===== config.mk =====
export PLATFORM = sky130hd
export DESIGN_NAME = trapezoid_odometry_integrator_flat
export DESIGN_NICKNAME = d
export VERILOG_FILES = /design/src/rtl/toi_pkg.sv /design/src/rtl/toi_in_if.sv /design/src/rtl/toi_out_if.sv /design/src/rtl/toi_axis_acc.sv /design/src/rtl/trapezoid_odometry_integrator.sv /design/src/flat_wrapper.sv
export SDC_FILE = /design/constraint.sdc
export NUM_CORES = 2
export LEC_CHECK = 0
export BUFFER_PORTS_ARGS = -buffer_cell sky130_fd_sc_hd__buf_2
export CAP_MARGIN = 20
export CORE_MARGIN = 5
export CORE_UTILIZATION = 70
export CTS_BUF_LIST = sky130_fd_sc_hd__clkbuf_2
export CTS_CLUSTER_DIAMETER = 100
export CTS_CLUSTER_SIZE = 14
export DETAILED_ROUTE_END_ITERATION = 10
export PLACE_DENSITY = 0.89
export REMOVE_ABC_BUFFERS = 1
export SKIP_LAST_GASP = 1
export SYNTH_ARGS = -nofsm -noshare
export SYNTH_HDL_FRONTEND = slang
export SYNTH_SLANG_ARGS = --single-unit

===== constraint.sdc =====
create_clock -name clk_i -period 20.1 [get_ports clk_i]
set_clock_uncertainty 0.1 [all_clocks]
set_input_delay 6.03 -clock clk_i [delete_from_list [all_inputs] [get_ports clk_i]]
set_output_delay 6.03 -clock clk_i [all_outputs]
set_load 0.02 [all_outputs]

===== src/rtl/toi_pkg.sv =====
// shared types and constants of the trapezoid odometry integrator
package toi_pkg;

  localparam int unsigned TsW   = 32;
  localparam int unsigned VelW  = 16;
  localparam int unsigned AltW  = 20;
  localparam int unsigned StW   = 4;
  localparam int unsigned PosW  = 64;
  localparam int unsigned SumW  = VelW + 1;
  localparam int unsigned ProdW = SumW + TsW + 1;

  // flight state codes
  localparam logic [StW-1:0] FlyMinState      = 4'd3;
  localparam logic [StW-1:0] FlyExcludedState = 4'd5;

  typedef struct packed {
    logic        [TsW-1:0]  timestamp_us;
    logic signed [VelW-1:0] vel_x;
    logic signed [VelW-1:0] vel_y;
    logic        [AltW-1:0] altitude_mm;
    logic        [StW-1:0]  flight_state;
  } toi_in_t;

  typedef struct packed {
    logic signed [PosW-1:0] pos_x;
    logic signed [PosW-1:0] pos_y;
    logic        [AltW-1:0] pos_z;
  } toi_out_t;

endpackage


===== src/rtl/toi_in_if.sv =====
// request channel carrying navigation samples
interface toi_in_if;
  import toi_pkg::*;

  logic    valid;
  logic    ready;
  toi_in_t payload;

  modport source(output valid, output payload, input ready);
  modport sink(input valid, input payload, output ready);
endinterface


===== src/rtl/toi_out_if.sv =====
// request channel carrying integrated positions
interface toi_out_if;
  import toi_pkg::*;

  logic     valid;
  logic     ready;
  toi_out_t payload;

  modport source(output valid, output payload, input ready);
  modport sink(input valid, input payload, output ready);
endinterface


===== src/rtl/toi_axis_acc.sv =====
// saturating 64-bit position accumulator for one axis
module toi_axis_acc (
  input  logic                              clk_i,
  input  logic                              rst_ni,
  input  logic                              en_i,
  input  logic signed [toi_pkg::ProdW-1:0]  step_i,
  output logic signed [toi_pkg::PosW-1:0]   acc_o
);
  import toi_pkg::*;

  logic signed [PosW-1:0] acc_q, acc_d;
  logic        [PosW:0]   wide_sum;

  // one guard bit shows overflow of the signed add
  assign wide_sum = {acc_q[PosW-1], acc_q}
                  + {{(PosW + 1 - ProdW){step_i[ProdW-1]}}, step_i};

  always_comb begin
    acc_d = acc_q;
    if (en_i) begin
      if (wide_sum[PosW] != wide_sum[PosW-1]) begin
        acc_d = wide_sum[PosW] ? {1'b1, {(PosW-1){1'b0}}} : {1'b0, {(PosW-1){1'b1}}};
      end else begin
        acc_d = wide_sum[PosW-1:0];
      end
    end
  end

  always_ff @(posedge clk_i or negedge rst_ni) begin
    if (!rst_ni) begin
      acc_q <= '0;
    end else begin
      acc_q <= acc_d;
    end
  end

  assign acc_o = acc_q;

endmodule


===== src/rtl/trapezoid_odometry_integrator.sv =====
// top level: trapezoid-rule dead reckoning of planar velocity samples
//
// in_i takes one navigation sample per request (time, X/Y velocity, altitude,
// flight state). out_o gives one position request per sample that is neither
// stale (time below the stored time) nor a seeding sample (stored time zero).
// Positions are in half-nanometre units and saturate at the signed 64-bit
// limits; Z is the last altitude seen while flying.
// Pipeline: sample stage (compare, dt, velocity sums), multiply stage, then the
// accumulate stage whose registers are the output. A position appears on out_o
// after its request moves from the sample and multiply registers into the accumulators.
// Throughput is one sample per cycle unless out_o stalls: the stored time and
// velocities update in the accept cycle and the accumulators close their loop
// with one 64-bit add. When out_o stalls, the stages behind it keep filling;
// in_i drops ready only once every stage holds a request.
// Reset clears the stored time, velocities, accumulators, altitude and all
// valid flags; the first sample after reset only seeds time and velocities.
module trapezoid_odometry_integrator (
  input  logic      clk_i,
  input  logic      rst_ni,
  toi_in_if.sink    in_i,
  toi_out_if.source out_o
);
  import toi_pkg::*;

  // stored sample state
  logic        [TsW-1:0]  last_time_q, last_time_d;
  logic signed [VelW-1:0] prev_vel_x_q, prev_vel_x_d;
  logic signed [VelW-1:0] prev_vel_y_q, prev_vel_y_d;
  logic        [AltW-1:0] height_q, height_d;

  // sample stage
  logic                   s1_valid_q, s1_valid_d;
  logic signed [SumW-1:0] s1_sum_x_q, s1_sum_y_q;
  logic        [TsW-1:0]  s1_dt_q;
  logic                   s1_fly_q;
  logic        [AltW-1:0] s1_alt_q;

  // multiply stage
  logic                    s2_valid_q, s2_valid_d;
  logic signed [ProdW-1:0] s2_prod_x_q, s2_prod_y_q;
  logic                    s2_fly_q;
  logic        [AltW-1:0]  s2_alt_q;

  logic out_valid_q, out_valid_d;

  logic                    accept, stale, seed, fly;
  logic                    out_free, s2_free, acc_en;
  logic signed [SumW-1:0]  sum_x, sum_y;
  logic        [TsW-1:0]   dt;
  logic signed [ProdW-1:0] prod_x, prod_y;
  logic signed [PosW-1:0]  acc_x, acc_y;

  assign out_free   = !out_valid_q || out_o.ready;
  assign s2_free    = !s2_valid_q || out_free;
  assign in_i.ready = !s1_valid_q || s2_free;
  assign accept     = in_i.valid && in_i.ready;

  assign stale = in_i.payload.timestamp_us < last_time_q;
  assign seed  = last_time_q == '0;
  assign fly   = (in_i.payload.flight_state >= FlyMinState)
              && (in_i.payload.flight_state != FlyExcludedState);
  assign dt    = in_i.payload.timestamp_us - last_time_q;
  assign sum_x = {in_i.payload.vel_x[VelW-1], in_i.payload.vel_x}
               + {prev_vel_x_q[VelW-1], prev_vel_x_q};
  assign sum_y = {in_i.payload.vel_y[VelW-1], in_i.payload.vel_y}
               + {prev_vel_y_q[VelW-1], prev_vel_y_q};

  always_comb begin
    last_time_d  = last_time_q;
    prev_vel_x_d = prev_vel_x_q;
    prev_vel_y_d = prev_vel_y_q;
    if (accept && !stale) begin
      last_time_d  = in_i.payload.timestamp_us;
      prev_vel_x_d = in_i.payload.vel_x;
      prev_vel_y_d = in_i.payload.vel_y;
    end
  end

  always_comb begin
    s1_valid_d = s1_valid_q;
    if (in_i.ready) begin
      s1_valid_d = accept && !stale && !seed;
    end
    s2_valid_d = s2_valid_q;
    if (s2_free) begin
      s2_valid_d = s1_valid_q;
    end
    out_valid_d = out_valid_q;
    if (out_free) begin
      out_valid_d = s2_valid_q;
    end
  end

  // dt is unsigned, so it gets a zero sign bit
  assign prod_x = s1_sum_x_q * $signed({1'b0, s1_dt_q});
  assign prod_y = s1_sum_y_q * $signed({1'b0, s1_dt_q});

  assign acc_en   = s2_valid_q && out_free && s2_fly_q;
  assign height_d = acc_en ? s2_alt_q : height_q;

  always_ff @(posedge clk_i or negedge rst_ni) begin
    if (!rst_ni) begin
      last_time_q  <= '0;
      prev_vel_x_q <= '0;
      prev_vel_y_q <= '0;
      height_q     <= '0;
      s1_valid_q   <= 1'b0;
      s2_valid_q   <= 1'b0;
      out_valid_q  <= 1'b0;
    end else begin
      last_time_q  <= last_time_d;
      prev_vel_x_q <= prev_vel_x_d;
      prev_vel_y_q <= prev_vel_y_d;
      height_q     <= height_d;
      s1_valid_q   <= s1_valid_d;
      s2_valid_q   <= s2_valid_d;
      out_valid_q  <= out_valid_d;
    end
  end

  always_ff @(posedge clk_i) begin
    if (in_i.ready) begin
      s1_sum_x_q <= sum_x;
      s1_sum_y_q <= sum_y;
      s1_dt_q    <= dt;
      s1_fly_q   <= fly;
      s1_alt_q   <= in_i.payload.altitude_mm;
    end
    if (s2_free) begin
      s2_prod_x_q <= prod_x;
      s2_prod_y_q <= prod_y;
      s2_fly_q    <= s1_fly_q;
      s2_alt_q    <= s1_alt_q;
    end
  end

  toi_axis_acc u_acc_x (
    .clk_i  (clk_i),
    .rst_ni (rst_ni),
    .en_i   (acc_en),
    .step_i (s2_prod_x_q),
    .acc_o  (acc_x)
  );

  toi_axis_acc u_acc_y (
    .clk_i  (clk_i),
    .rst_ni (rst_ni),
    .en_i   (acc_en),
    .step_i (s2_prod_y_q),
    .acc_o  (acc_y)
  );

  assign out_o.valid         = out_valid_q;
  assign out_o.payload.pos_x = acc_x;
  assign out_o.payload.pos_y = acc_y;
  assign out_o.payload.pos_z = height_q;

  // an empty sample stage always takes a request
  a_ready_when_empty: assert property (@(posedge clk_i) disable iff (!rst_ni)
    !s1_valid_q |-> in_i.ready)
    else $error("input not ready with empty sample stage");

  // seeding samples never enter the pipeline
  a_seed_no_result: assert property (@(posedge clk_i) disable iff (!rst_ni)
    accept && seed |=> !s1_valid_q)
    else $error("seeding sample produced a result");

  // stale samples leave the stored time alone
  a_stale_keeps_time: assert property (@(posedge clk_i) disable iff (!rst_ni)
    accept && stale |=> last_time_q == $past(last_time_q))
    else $error("stale sample changed stored time");

  // a non-flying result holds the position
  a_ground_holds_pos: assert property (@(posedge clk_i) disable iff (!rst_ni)
    s2_valid_q && out_free && !s2_fly_q |=> acc_x == $past(acc_x) && acc_y == $past(acc_y))
    else $error("position moved while not flying");

endmodule


===== src/flat_wrapper.sv =====
// flat-port wrapper written by rule: the top's interface ports become plain ports
module trapezoid_odometry_integrator_flat import toi_pkg::*;
  (clk_i, rst_ni, in_i_valid, in_i_payload, in_i_ready, out_o_valid, out_o_payload, out_o_ready);
  toi_in_if in_i_i ();
  toi_out_if out_o_i ();
  input  logic clk_i;
  input  logic rst_ni;
  input wire logic [$bits(in_i_i.valid)-1:0] in_i_valid;
  input wire logic [$bits(in_i_i.payload)-1:0] in_i_payload;
  output wire logic [$bits(in_i_i.ready)-1:0] in_i_ready;
  output wire logic [$bits(out_o_i.valid)-1:0] out_o_valid;
  output wire logic [$bits(out_o_i.payload)-1:0] out_o_payload;
  input wire logic [$bits(out_o_i.ready)-1:0] out_o_ready;
  assign in_i_i.valid = in_i_valid;
  assign in_i_i.payload = in_i_payload;
  assign in_i_ready = in_i_i.ready;
  assign out_o_valid = out_o_i.valid;
  assign out_o_payload = out_o_i.payload;
  assign out_o_i.ready = out_o_ready;
  trapezoid_odometry_integrator u_core (.clk_i(clk_i), .rst_ni(rst_ni), .in_i(in_i_i), .out_o(out_o_i));
endmodule

==> metrics.txt <==
ANT nets after route=0; I/O pin cnt=242; Worst setup startpoint=out_o_ready; Setup Fix Bufs, Post-CTS=0; RSZ-0062 raised after global routing=no; largest family of logic cells by synthesized area=adder cells; final wirelength=154 mm; Main synth FF type=dfrtp_1; Critical Path, Cell by Cell=buf_2 > nor2b_1 > nand3_4 > buf_2; area of the mapped netlist=60500 um^2; worst hold path class=reg2reg; final hold viol count=0; Compound-Gate Fraction of Synth Area=10.6%; H-tree depth=2; Max Root-Sink Buffers=3; Mapped Cells=6582; post-DR wirelength/cell=19.7 um; DRT iter0 DRCs=4197; number of flops mapped to enable cells by yosys=208; row cnt=between 100 and 150; drt via density=approximately 6.1; max-slew violations=0; CP dominant cell by count=buf_2; minimum clock period=~13000 ps; Area contributors post-synth=fa_1 (30%), ha_1 (11%), edfxtp_1 (10%), dfrtp_1 (8.9%), inv_1 (6.9%); Setup crit end kind=output pin; NumNets Final=8127; Seq/Total Area, Yosys=about 19%; GRT Residual Overflow=0; Initial Utilization=70.8%; r2r endpoint=u_core.s2_prod_y_q[42]$_DFFE_PP_; Least-Margin Pin Slew=1150 ps; reg2reg path depth=22; Crit path largest cell delay=310 ps; Layout fillers=6021; DP Wirelength=117 mm; Worst Setup EP=in_i_ready; final worst path period share=65.4%; largest net degree at the start of global routing=86; Synth top area share=roughly 30%; initial antenna violation count=4; Setup TNS=0 ps; Synth Register Bits=423; mux share of post-synthesis cell area=1.29%; port bufs=around 240; Peak Freq=0.0760 GHz; die area=around 92000 um^2; Resized cells post-CTS=0; status=finished, final reports clean; Max-Cap Viols=0; wire length of the first global-routing pass=253 mm; Residual DRC=0; number of global-route vias before repair=50000; hold slack=340 ps; footprint of the multi-input gates=43500 um^2; register area=11600 um^2; Pre-antenna DRT Iters=8; simple-gate portion of the synthesized area=15.9%; Post-Synth Adder-Cell Area=40.4%; reg-to-reg slack, setup=11740 ps; critical path's slowest cell=nor2b_1; final setup fails=0; CTS tree=built; Worst-Skew Late Latency=1120 ps; GRT Util Overall=roughly 33%; R2R Path Start=u_core.s1_sum_y_q[16]$_DFFE_PN_; Chip Height=304 um; unique cell type count in the Yosys netlist=96; Post-synth ARST share=50.8%; Worst Path Required=13970 ps; Clk pin slew, worst setup/hold paths=between 200 and 250 ps; Crit path arrival time=7020 ps; Yosys warnings=0; die width=304 um; CP startpoint kind=input port; TritonCTS Buffers=37; cell taking the most area after synthesis=fa_1; relative slew slack=23.3%; root buf cell=clkbuf_2; CP Class=in2out; Core Region=85400 um^2; CTS Hold Bufs=0; clk sinks=423; Area Overhead vs Synth=4.11%; Mean Syn Cell Area=9.19 um^2; share of layout cells above drive strength 1=7.41%; critical-path maximum fanout=21; DR vias=47500; gpl congestion=0.979; XOR/XNOR share of the synthesized area=3.50%
==> synth_stat cells, types with 12 or more instances <==
| cell type | instances |
|---|---|
| inv_1 | 1105 |
| fa_1 | 903 |
| nand2_1 | 884 |
| ha_1 | 508 |
| and2_1 | 503 |
| nor2_1 | 285 |
| clkbuf_1 | 273 |
| a21oi_1 | 271 |
| o21ai_0 | 244 |
| dfrtp_1 | 215 |
| edfxtp_1 | 208 |
| a21o_1 | 177 |
| xnor2_1 | 157 |
| xor2_1 | 85 |
| nand3_1 | 66 |
| mux2_2 | 63 |
| nand4_1 | 55 |
| nand2b_1 | 54 |
| o31ai_1 | 45 |
| nor3_1 | 42 |
| o21a_1 | 30 |
| and3_1 | 28 |
| nor2b_1 | 27 |
| o21bai_1 | 27 |
| a31oi_1 | 25 |
| o211ai_1 | 21 |
| or3_1 | 21 |
| a211oi_1 | 20 |
| buf_2 | 19 |
| a21boi_0 | 12 |
| nor4_1 | 12 |
==> per-layer routing <==
metal / global-route usage (%) / vias up / wire [um]
met5: 0.517 / - / 82
met3: 7.26 / 567 / 15800
met1: 44.3 / 23300 / 59000
li1: - / 21000 / -
met2: 53.7 / 2618 / 71600
met4: 12.7 / 4 / 7090
==> registers in the layout (all words and copies together), names as in the netlist <==
register	flops
u_core.u_acc_y.acc_o	64
u_core.s2_alt_q	20
u_core.s1_valid_q	1
u_core.u_acc_x.acc_o	64
u_core.s2_valid_q	1
u_core.s1_alt_q	20
u_core.out_o.valid	1
u_core.prev_vel_x_q	16
u_core.s1_fly_q	1
u_core.s1_sum_y_q	17
u_core.last_time_q	32
u_core.s2_fly_q	1
u_core.s2_prod_y_q	50
u_core.s1_sum_x_q	17
u_core.s1_dt_q	32
u_core.s2_prod_x_q	50
u_core.prev_vel_y_q	16
u_core.height_q	20
==> critical path, delay by kind of cell <==
kind | cells | cell delay (ps)
AND/OR/NAND/NOR | 2 | 610
buffers and inverters | 2 | 370
==> final cells by class <==
| cell class | instances | area share [%] |
|---|---|---|
| diodes | 4 | 0.0159 |
| well taps | 1144 | 2.27 |
| clock inverters | 7 | 0.125 |
| flip-flops and latches | 423 | 18.5 |
| inverters | 1105 | 6.59 |
| clock buffers | 61 | 0.485 |
| multi-input cells | 4739 | 69.0 |
| repair buffers | 318 | 3.01 |
==> how the worst min path moves through the flow <==
stage	from	end	slack, ps	depth (start not counted)
after floorplan	u_core.s1_alt_q[0]$_DFFE_PN_	u_core.s2_alt_q[0]$_DFFE_PP_	300	0
after global placement	u_core.s1_alt_q[4]$_DFFE_PN_	u_core.s2_alt_q[4]$_DFFE_PP_	300	0
after detailed placement	u_core.s1_alt_q[16]$_DFFE_PN_	u_core.s2_alt_q[16]$_DFFE_PP_	300	0
after CTS	u_core.s1_alt_q[15]$_DFFE_PN_	u_core.s2_alt_q[15]$_DFFE_PP_	340	0
after global routing	u_core.s1_alt_q[19]$_DFFE_PN_	u_core.s2_alt_q[19]$_DFFE_PP_	370	0
final	u_core.s1_alt_q[15]$_DFFE_PN_	u_core.s2_alt_q[15]$_DFFE_PP_	340	0
==> kinds of logic after synthesis <==
logic type	count (synthesis)
muxes	70
buffers and inverters	1420
and+or+nand+nor	2019
adders and majority gates	1412
xor gates and xnor gates	242
DFF	423
AOI/OAI and AO/OA	996
==> per-stage QoR <==
step	cell area [um^2]	util, %	std cells	worst slack, ps
5_1_grt	63000	73.7	7800	6880
6_report	63000	73.7	7801	6950
3_3_place_gp	62400	73.1	7723	6950
2_1_floorplan	59200	-	6267	5680
4_1_cts	62800	73.5	7791	6930
3_5_place_dp	62400	73.1	7723	6930
==> cells in the final DEF, fill, tap and decap left out, types with 64 or more instances in the layout <==
master    Yosys  routed
inv_1      1105    1105
fa_1        903     903
nand2_1     884     883
ha_1        508     508
and2_1      503     503
nor2_1      285     285
a21oi_1     271     271
o21ai_0     244     244
buf_2        19     240
dfrtp_1     215     215
edfxtp_1    208     208
a21o_1      177     177
xnor2_1     157     157
xor2_1       85      85
buf_4         3      71
nand3_1      66      64
Power is not shown: default switching activity piles up to over one toggle a cycle in this logic, so the estimate is an artifact.
